$ cat config.mk
export PLATFORM = sky130hd
export DESIGN_NAME = flow_time_machine_dispatcher_unit
export DESIGN_NICKNAME = d
export VERILOG_FILES = /design/src/sv/ftmd_pkg.sv /design/src/sv/ftmd_trial.sv /design/src/sv/ftmd_ctrl.sv /design/src/sv/flow_time_machine_dispatcher_unit.sv
export VERILOG_INCLUDE_DIRS = /design/src /design/src/sv
export SDC_FILE = /design/constraint.sdc
export NUM_CORES = 2
export LEC_CHECK = 0
export BUFFER_PORTS_ARGS = -buffer_cell sky130_fd_sc_hd__buf_4
export CELL_PAD_IN_SITES_DETAIL_PLACEMENT = 1
export CELL_PAD_IN_SITES_GLOBAL_PLACEMENT = 1
export CORE_MARGIN = 2
export CORE_UTILIZATION = 58
export CTS_BUF_LIST = sky130_fd_sc_hd__clkbuf_4
export DETAILED_ROUTE_END_ITERATION = 12
export PLACE_DENSITY = 0.85
export SYNTH_ARGS = -nofsm -noshare
export SYNTH_HDL_FRONTEND = slang
export SYNTH_SLANG_ARGS = --single-unit
export TNS_END_PERCENT = 100
$ cat constraint.sdc
create_clock -name aclk -period 32.6 [get_ports aclk]
set_input_delay 9.78 -clock aclk [delete_from_list [all_inputs] [get_ports aclk]]
set_output_delay 9.78 -clock aclk [all_outputs]
set_load 0.05 [all_outputs]
$ cat src/sv/flow_time_machine_dispatcher_unit_macros.svh
// Assertion macros shared by the dispatcher RTL.
`ifndef FLOW_TIME_MACHINE_DISPATCHER_UNIT_MACROS_SVH
`define FLOW_TIME_MACHINE_DISPATCHER_UNIT_MACROS_SVH

// Same-cycle implication, clocked on aclk and off during reset.
`define FTMD_ASSERT_IMP(label, pre, post) \
    label: assert property (@(posedge aclk) disable iff (!aresetn) (pre) |-> (post)) \
        else $error("ftmd: assertion failed");

// Next-cycle implication, clocked on aclk and off during reset.
`define FTMD_ASSERT_NXT(label, pre, post) \
    label: assert property (@(posedge aclk) disable iff (!aresetn) (pre) |=> (post)) \
        else $error("ftmd: assertion failed");

`endif

$ cat src/sv/ftmd_pkg.sv
// Types, widths and constants of the machine dispatcher.
`default_nettype none

package ftmd_pkg;

    localparam int MACHINE_COUNT = 5;
    localparam int FRAC_BITS     = 12;
    localparam int MACH_IDX_W    = (MACHINE_COUNT > 1) ? $clog2(MACHINE_COUNT) : 1;

    localparam int PROC_W      = 16;
    localparam int READY_W     = 24;
    localparam int READY_Q_W   = READY_W + FRAC_BITS;
    localparam int FACTOR_W    = 16;
    localparam int WORK_W      = PROC_W + FACTOR_W;
    localparam int FINISH_W    = 48;
    localparam int FLOW_W      = 56;
    localparam int MACH_OUT_W  = 3;
    localparam int CFG_IDX_W   = 3;
    localparam int CFG_DATA_W  = 16;

    localparam logic [CFG_IDX_W-1:0]  REG_MEDIAN    = 3'd5;
    localparam logic [FACTOR_W-1:0]   FACTOR_RESET  = FACTOR_W'(1 << FRAC_BITS);
    localparam logic [PROC_W:0]       STRICT_MARGIN = (PROC_W + 1)'(2);
    localparam logic [FINISH_W-1:0]   FINISH_MAX    = '1;
    localparam logic [FLOW_W-1:0]     FLOW_MAX      = '1;

    typedef struct packed {
        logic [PROC_W-1:0]  processing_time;
        logic [READY_W-1:0] ready_time;
    } in_item_t;

    typedef struct packed {
        logic [MACH_OUT_W-1:0] chosen_machine;
        logic [FINISH_W-1:0]   finish_time;
        logic [FLOW_W-1:0]     machine_flow_sum;
        logic [FLOW_W-1:0]     total_flow_sum;
    } out_item_t;

    // The task under work, held for the whole scan.
    typedef struct packed {
        logic [PROC_W-1:0]    proc;
        logic [READY_Q_W-1:0] ready_q;
    } job_t;

    typedef struct packed {
        logic                  valid;
        logic [MACH_IDX_W-1:0] idx;
    } issue_t;

    typedef struct packed {
        logic                  valid;
        logic [MACH_IDX_W-1:0] idx;
        logic [FINISH_W-1:0]   fin;
        logic [FLOW_W-1:0]     flow;
        logic [FLOW_W-1:0]     inc;
    } trial_t;

    typedef struct packed {
        logic [MACH_IDX_W-1:0] idx;
        logic [FINISH_W-1:0]   fin;
        logic [FLOW_W-1:0]     flow;
        logic [FLOW_W-1:0]     inc;
    } best_t;

endpackage

`default_nettype wire

$ cat src/sv/ftmd_trial.sv
// Shared three-stage unit that works out one machine's trial finish and flow.
`default_nettype none

module ftmd_trial
    import ftmd_pkg::*;
(
    input  wire logic                aclk,
    input  wire logic                aresetn,
    input  wire issue_t              issue,
    input  wire job_t                job,
    input  wire logic [FACTOR_W-1:0] factor,
    input  wire logic [FINISH_W-1:0] finish,
    input  wire logic [FLOW_W-1:0]   flow,
    output trial_t                   result
);

    logic                  s1_valid_reg;
    logic [MACH_IDX_W-1:0] s1_idx_reg;
    logic [WORK_W-1:0]     s1_work_reg;
    logic [FINISH_W-1:0]   s1_start_reg;
    logic [FLOW_W-1:0]     s1_flow_reg;

    logic                  s2_valid_reg;
    logic [MACH_IDX_W-1:0] s2_idx_reg;
    logic [FINISH_W-1:0]   s2_fin_reg;
    logic [FINISH_W-1:0]   s2_diff_reg;
    logic [FLOW_W-1:0]     s2_flow_reg;

    trial_t                result_reg;

    logic [FINISH_W-1:0]   ready_ext;
    logic [FINISH_W-1:0]   start_next;
    logic [FINISH_W:0]     fin_sum;
    logic [FINISH_W-1:0]   fin_next;
    logic [FLOW_W:0]       flow_sum;
    logic                  flow_ovf;

    assign ready_ext  = FINISH_W'(job.ready_q);
    assign start_next = (finish > ready_ext) ? finish : ready_ext;

    assign fin_sum  = {1'b0, s1_start_reg} + (FINISH_W + 1)'(s1_work_reg);
    assign fin_next = fin_sum[FINISH_W] ? FINISH_MAX : fin_sum[FINISH_W-1:0];

    assign flow_sum = {1'b0, s2_flow_reg} + (FLOW_W + 1)'(s2_diff_reg);
    assign flow_ovf = flow_sum[FLOW_W];

    always_ff @(posedge aclk) begin
        if (!aresetn) begin
            s1_valid_reg     <= 1'b0;
            s2_valid_reg     <= 1'b0;
            result_reg.valid <= 1'b0;
        end else begin
            s1_valid_reg     <= issue.valid;
            s2_valid_reg     <= s1_valid_reg;
            result_reg.valid <= s2_valid_reg;
        end

        s1_idx_reg   <= issue.idx;
        s1_work_reg  <= WORK_W'(job.proc) * WORK_W'(factor);
        s1_start_reg <= start_next;
        s1_flow_reg  <= flow;

        s2_idx_reg  <= s1_idx_reg;
        s2_fin_reg  <= fin_next;
        s2_diff_reg <= fin_next - ready_ext;
        s2_flow_reg <= s1_flow_reg;

        result_reg.idx  <= s2_idx_reg;
        result_reg.fin  <= s2_fin_reg;
        result_reg.flow <= flow_ovf ? FLOW_MAX : flow_sum[FLOW_W-1:0];
        // On saturation the flow sum only grows up to its ceiling.
        result_reg.inc  <= flow_ovf ? ~s2_flow_reg : FLOW_W'(s2_diff_reg);
    end

    assign result = result_reg;

endmodule

`default_nettype wire

$ cat src/sv/ftmd_ctrl.sv
// Sequencer: takes a task, issues the machines in turn and keeps the best one.
`default_nettype none

module ftmd_ctrl
    import ftmd_pkg::*;
(
    input  wire logic              aclk,
    input  wire logic              aresetn,
    input  wire logic              s_valid,
    output logic                   s_ready,
    input  wire in_item_t          s_data,
    input  wire logic [PROC_W-1:0] median,
    input  wire trial_t            result,
    input  wire logic              out_free,
    output issue_t                 issue,
    output job_t                   job,
    output best_t                  best,
    output logic                   commit
);

    typedef enum logic [1:0] {
        ST_IDLE,
        ST_ISSUE,
        ST_WAIT,
        ST_WRITE
    } state_t;

    localparam logic [MACH_IDX_W-1:0] LAST_IDX  = MACH_IDX_W'(MACHINE_COUNT - 1);
    localparam logic [MACH_IDX_W-1:0] FIRST_IDX = '0;

    state_t                state_reg, state_next;
    logic [MACH_IDX_W-1:0] cnt_reg, cnt_next;
    job_t                  job_reg, job_next;
    logic                  strict_reg, strict_next;
    best_t                 best_reg, best_next;

    logic lower_flow;
    logic lower_fin;
    logic wins;

    assign lower_flow = result.flow < best_reg.flow;
    assign lower_fin  = result.fin < best_reg.fin;
    assign wins       = strict_reg ? (lower_flow && lower_fin) : (lower_flow || lower_fin);

    always_comb begin
        state_next  = state_reg;
        cnt_next    = cnt_reg;
        job_next    = job_reg;
        strict_next = strict_reg;
        best_next   = best_reg;

        case (state_reg)
            ST_IDLE: begin
                if (s_valid) begin
                    job_next.proc    = s_data.processing_time;
                    job_next.ready_q = {s_data.ready_time, {FRAC_BITS{1'b0}}};
                    strict_next      = ({1'b0, s_data.processing_time} + STRICT_MARGIN)
                                       >= {1'b0, median};
                    cnt_next         = FIRST_IDX;
                    state_next       = ST_ISSUE;
                end
            end
            ST_ISSUE: begin
                cnt_next = cnt_reg + 1'b1;
                if (cnt_reg == LAST_IDX) begin
                    state_next = ST_WAIT;
                end
            end
            ST_WAIT: begin
                if (result.valid && result.idx == LAST_IDX) begin
                    state_next = ST_WRITE;
                end
            end
            ST_WRITE: begin
                if (out_free) begin
                    state_next = ST_IDLE;
                end
            end
            default: begin
                state_next = ST_IDLE;
            end
        endcase

        // Machine 0 always seeds the holder; later machines replace it on a win.
        if (result.valid && (result.idx == FIRST_IDX || wins)) begin
            best_next.idx  = result.idx;
            best_next.fin  = result.fin;
            best_next.flow = result.flow;
            best_next.inc  = result.inc;
        end
    end

    always_ff @(posedge aclk) begin
        if (!aresetn) begin
            state_reg <= ST_IDLE;
            cnt_reg   <= FIRST_IDX;
        end else begin
            state_reg <= state_next;
            cnt_reg   <= cnt_next;
        end
        job_reg    <= job_next;
        strict_reg <= strict_next;
        best_reg   <= best_next;
    end

    assign s_ready     = (state_reg == ST_IDLE);
    assign issue.valid = (state_reg == ST_ISSUE);
    assign issue.idx   = cnt_reg;
    assign job         = job_reg;
    assign best        = best_reg;
    assign commit      = (state_reg == ST_WRITE) && out_free;

endmodule

`default_nettype wire

$ cat src/sv/flow_time_machine_dispatcher_unit.sv
// Top level of the machine dispatcher: registers, machine state and result stage.
//
//  channel   direction  handshake             payload
//  s_        in         s_valid / s_ready     in_item_t  (processing_time, ready_time)
//  m_        out        m_valid / m_ready     out_item_t (machine, finish, flows)
//  cfg_      in         cfg_wr_en             cfg_index, cfg_wdata
//
// Each task is accepted, then each machine is issued in turn into the shared
// three-stage trial unit; once that unit has drained, the chosen result is
// written back.
// Reset is synchronous and clears the machine state, the total flow and the registers.
// A new task is taken while an earlier result still waits on m_ready; write-back
// stalls only if that earlier result is still not taken.
`default_nettype none
`include "flow_time_machine_dispatcher_unit_macros.svh"

module flow_time_machine_dispatcher_unit
    import ftmd_pkg::*;
(
    input  wire logic                  aclk,
    input  wire logic                  aresetn,
    input  wire logic                  s_valid,
    output logic                       s_ready,
    input  wire in_item_t              s_data,
    output logic                       m_valid,
    input  wire logic                  m_ready,
    output out_item_t                  m_data,
    input  wire logic                  cfg_wr_en,
    input  wire logic [CFG_IDX_W-1:0]  cfg_index,
    input  wire logic [CFG_DATA_W-1:0] cfg_wdata
);

    logic [FACTOR_W-1:0] factor_reg [MACHINE_COUNT];
    logic [PROC_W-1:0]   median_reg;
    logic [FINISH_W-1:0] finish_reg [MACHINE_COUNT];
    logic [FLOW_W-1:0]   flow_reg   [MACHINE_COUNT];
    logic [FLOW_W-1:0]   total_reg, total_next;
    out_item_t           out_reg;
    logic                m_valid_reg;

    issue_t     issue;
    job_t       job;
    best_t      best;
    trial_t     result;
    logic       commit;
    logic       out_free;
    logic [FLOW_W:0] total_sum;

    assign out_free   = !m_valid_reg || m_ready;
    assign total_sum  = {1'b0, total_reg} + {1'b0, best.inc};
    assign total_next = total_sum[FLOW_W] ? FLOW_MAX : total_sum[FLOW_W-1:0];

    ftmd_ctrl u_ctrl (
        .aclk     (aclk),
        .aresetn  (aresetn),
        .s_valid  (s_valid),
        .s_ready  (s_ready),
        .s_data   (s_data),
        .median   (median_reg),
        .result   (result),
        .out_free (out_free),
        .issue    (issue),
        .job      (job),
        .best     (best),
        .commit   (commit)
    );

    ftmd_trial u_trial (
        .aclk    (aclk),
        .aresetn (aresetn),
        .issue   (issue),
        .job     (job),
        .factor  (factor_reg[issue.idx]),
        .finish  (finish_reg[issue.idx]),
        .flow    (flow_reg[issue.idx]),
        .result  (result)
    );

    always_ff @(posedge aclk) begin
        if (!aresetn) begin
            for (int i = 0; i < MACHINE_COUNT; i++) begin
                factor_reg[i] <= FACTOR_RESET;
                finish_reg[i] <= '0;
                flow_reg[i]   <= '0;
            end
            median_reg  <= '0;
            total_reg   <= '0;
            m_valid_reg <= 1'b0;
        end else begin
            if (cfg_wr_en) begin
                for (int i = 0; i < MACHINE_COUNT; i++) begin
                    if (cfg_index == CFG_IDX_W'(i)) begin
                        factor_reg[i] <= cfg_wdata;
                    end
                end
                if (cfg_index == REG_MEDIAN) begin
                    median_reg <= cfg_wdata;
                end
            end
            if (commit) begin
                for (int i = 0; i < MACHINE_COUNT; i++) begin
                    if (best.idx == MACH_IDX_W'(i)) begin
                        finish_reg[i] <= best.fin;
                        flow_reg[i]   <= best.flow;
                    end
                end
                total_reg   <= total_next;
                m_valid_reg <= 1'b1;
            end else if (m_ready) begin
                m_valid_reg <= 1'b0;
            end
        end
    end

    always_ff @(posedge aclk) begin
        if (commit) begin
            out_reg.chosen_machine   <= MACH_OUT_W'(best.idx);
            out_reg.finish_time      <= best.fin;
            out_reg.machine_flow_sum <= best.flow;
            out_reg.total_flow_sum   <= total_next;
        end
    end

    assign m_valid = m_valid_reg;
    assign m_data  = out_reg;

    `FTMD_ASSERT_NXT(a_busy_after_accept, s_valid && s_ready, !s_ready)
    `FTMD_ASSERT_IMP(a_commit_needs_room, commit, out_free)
    `FTMD_ASSERT_IMP(a_machine_in_range, m_valid,
                     m_data.chosen_machine < MACH_OUT_W'(MACHINE_COUNT))
    `FTMD_ASSERT_IMP(a_total_covers_machine, m_valid,
                     m_data.total_flow_sum >= m_data.machine_flow_sum)

endmodule

`default_nettype wire

==> impl_results.md <==
* Register bit total from synthesis at approximately 1500
* Initial drt markers at 4187
* Setup TNS at 0 ns
* Fin crit share at between 30% and 40%
* H-Tree Depth at 5
* Clock sinks at 1496
* Setup Crit Path Kind: reg -> out
* Worst EP required at between 20 and 25 ns
* CP Capture Type: output pin
* CP bufs+invs at 2
* Core area at 118000 sq um
* Main synth FF type: edfxtp_1
* Type of the most critical hold path: reg -> reg
* Largest net degree at the start of global routing at 110
* CTS tree: done
* Worst EP arrival at 2.24 ns
* DRC at 0
* Final ANT Viol Nets at 0
* Worst hold endpoint: u_trial.result[126]
* DP HPWL at 135000 um
* Slew Viols, Final at 0
* Clk Latency, worst-skew pair at 1.35 ns
* Postcts setup bufs at 0
* Max reg flops at 280
* First-pass GRT wire length at 313000 um
* Input/output buffers at between 200 and 250
* Top cells by area, synth: edfxtp_1 (42%), dfxtp_1 (15%), ha_1 (7.5%)
* Final Net Count at around 6500
* Rows at 126
* Layout cells sized above 1 at 19.0%
* Top cell type by total area after synthesis: edfxtp_1
* Ys Warns at 0
* Drt via density at 6.09
* Critical path's top delay family: flip-flops
* Max Buffers Root-to-Sink at 4
* CTS buffer count at 383
* Slowest stage delay, CP at roughly 0.38 ns
* Most common cell in the netlist: edfxtp_1
* Worst path cell trace: inv_1, ha_1, buf_4
* Drt total wl at between 200000 and 250000 um
* Slew at the pin with the worst max-slew slack at 1.30 ns
* Post-Synthesis Cells at 5334
* Slowest CP cell: dfxtp_1
* Root buffer cell: clkbuf_4
* R2r setup slk at 24.09 ns
* Final setup violation count at 0
* WL per Instance at 26.9 um
* Drt pass-1 iters at 6
* Max Clk Rate at 0.0832 GHz
* Die X at 348 um
* Max_slew headroom at 13.6%
* Post-CTS sizing at 0
* Cells after DPL at 6966
* Syn-to-layout area delta at 12.0%
* Final min period at 12.02 ns
* Clock-pin slew on the worst setup and hold paths at ~0.1 ns
* Clock Skew at 0.156 ns
* Initial antenna violation count at 20
* Fin Hold WS at 0.300 ns
* Syn Area/Cell at 12.9 sq um
* Startpoint Class: flip-flop
* Vias in the first global route at 51600
* Sequential element share of the synthesized area at 57.6%
* Hold Violations, Final at 0
* GP Congestion at between 0.8 and 0.9
* Initial Utilization at 58.4%
* Top Ports at 229
* R2R Path End: u_trial.s1_work_reg[25]
* Die ar. at around 120000 sq um
* Status: completed
* Vias at roughly 47000
* Placement Cell Area at around 72000 sq um
* Design Area, Final at 77100 sq um
* Commonest cells post-synth: edfxtp_1 (967), dfxtp_1 (529), nand2_1 (463)
* Global route overflow at 0
* Synthesized area at 68800 sq um
* Hold_sp: u_trial.s2_fin_reg[14]
* Worst Hold Path Cells at 0
* Reg2Reg Depth at 25
* Yosys cell types at 82
* Final non-filler cell total at 7666
* Post-CTS Hold Fix Bufs at 0
* Max cap viols at 0
* Ys async rst share at 0%
* Die H at 348 um
* Top cell type's share of synthesized area at 42.2%
* Cell depth of the worst setup path at 3
* EDFF count, synth at 967
* Crit Path Max Fanout at 5
* Unrepaired setup endpoints after global routing: false
* GRT Util Overall at 34.2%
==> cell type report <==
type	count	area [sq um]
Antenna cell	10	25.0
Clock buffer	592	4440
Clock inverter	98	448
Fill cell	11500	40800
Inverter	438	1650
Multi-Input combinational cell	3232	27000
Sequential cell	1496	39600
Tap cell	1536	1920
Timing Repair Buffer	264	1980
==> worst max-delay path by stage <==
stage,from,to,slack (ns)
after global routing,u_ctrl.state_reg[0],s_ready,20.38
after CTS,u_ctrl.state_reg[0],s_ready,20.47
after global placement,m_ready,flow_reg[3][52],19.66
after floorplan,m_ready,finish_reg[0][0],10.98
after detailed placement,m_ready,flow_reg[2][49],19.60
final,u_ctrl.state_reg[0],s_ready,20.58
==> layer usage <==
layer  part of all wire, %  global-route usage [%]
met4                   5.3                    18.1
met2                    48                    55.5
met3                   7.9                    7.19
met1                    39                    43.3
met5                 0.032                       0
==> logic make-up (layout without fill, tap and decap cells) <==
kind of cell / after synthesis / count (layout) / synth area share (%)
AO/OA/AOI/OAI: 881 / 881 / 8.02
XOR/XNOR: 202 / 202 / 2.57
adder cells (fa/ha/maj): 612 / 612 / 13.3
buffers and inverters: 613 / 1392 / 3.40
flip-flops: 1496 / 1496 / 57.6
multiplexers: 250 / 250 / 6.01
other: 1 / 18 / 0.00545
AND/OR/NAND/NOR: 1279 / 1279 / 9.12
==> worst reg2reg max path, delay by kind of cell (launching register included) <==
family / cells / cell delay, ns
AO/OA/AOI/OAI: 6 / 1.82
adder cells (fa/ha/maj): 7 / 3.62
buffers and inverters: 5 / 0.71
flip-flops: 1 / 0.32
multiplexers: 3 / 1.42
AND/OR/NAND/NOR: 4 / 0.54
==> layout by cell type (no fill, tap or decap), drive strengths merged, types with 106 or more instances in the layout <==
cell type	instances
a21oi	250
o21ai	236
dfxtp	529
nor2	205
nand2	463
edfxtp	967
mux4	120
mux2	106
xnor2	126
ha	413
inv	444
and2	214
clkbuf	592
fa	198
a21o	128
buf	264
==> per-stage QoR <==
step	setup slack, ns	utilization (%)
after floorplan	10.98	-
after global placement	19.66	61.2
after detailed placement	19.60	61.2
after CTS	20.47	65.4
after global routing	20.38	65.4
final	20.58	65.4
Power is left out: the tool's default activity adds up to more than one toggle a clock period on the data nets, which glitch-free logic cannot reach.
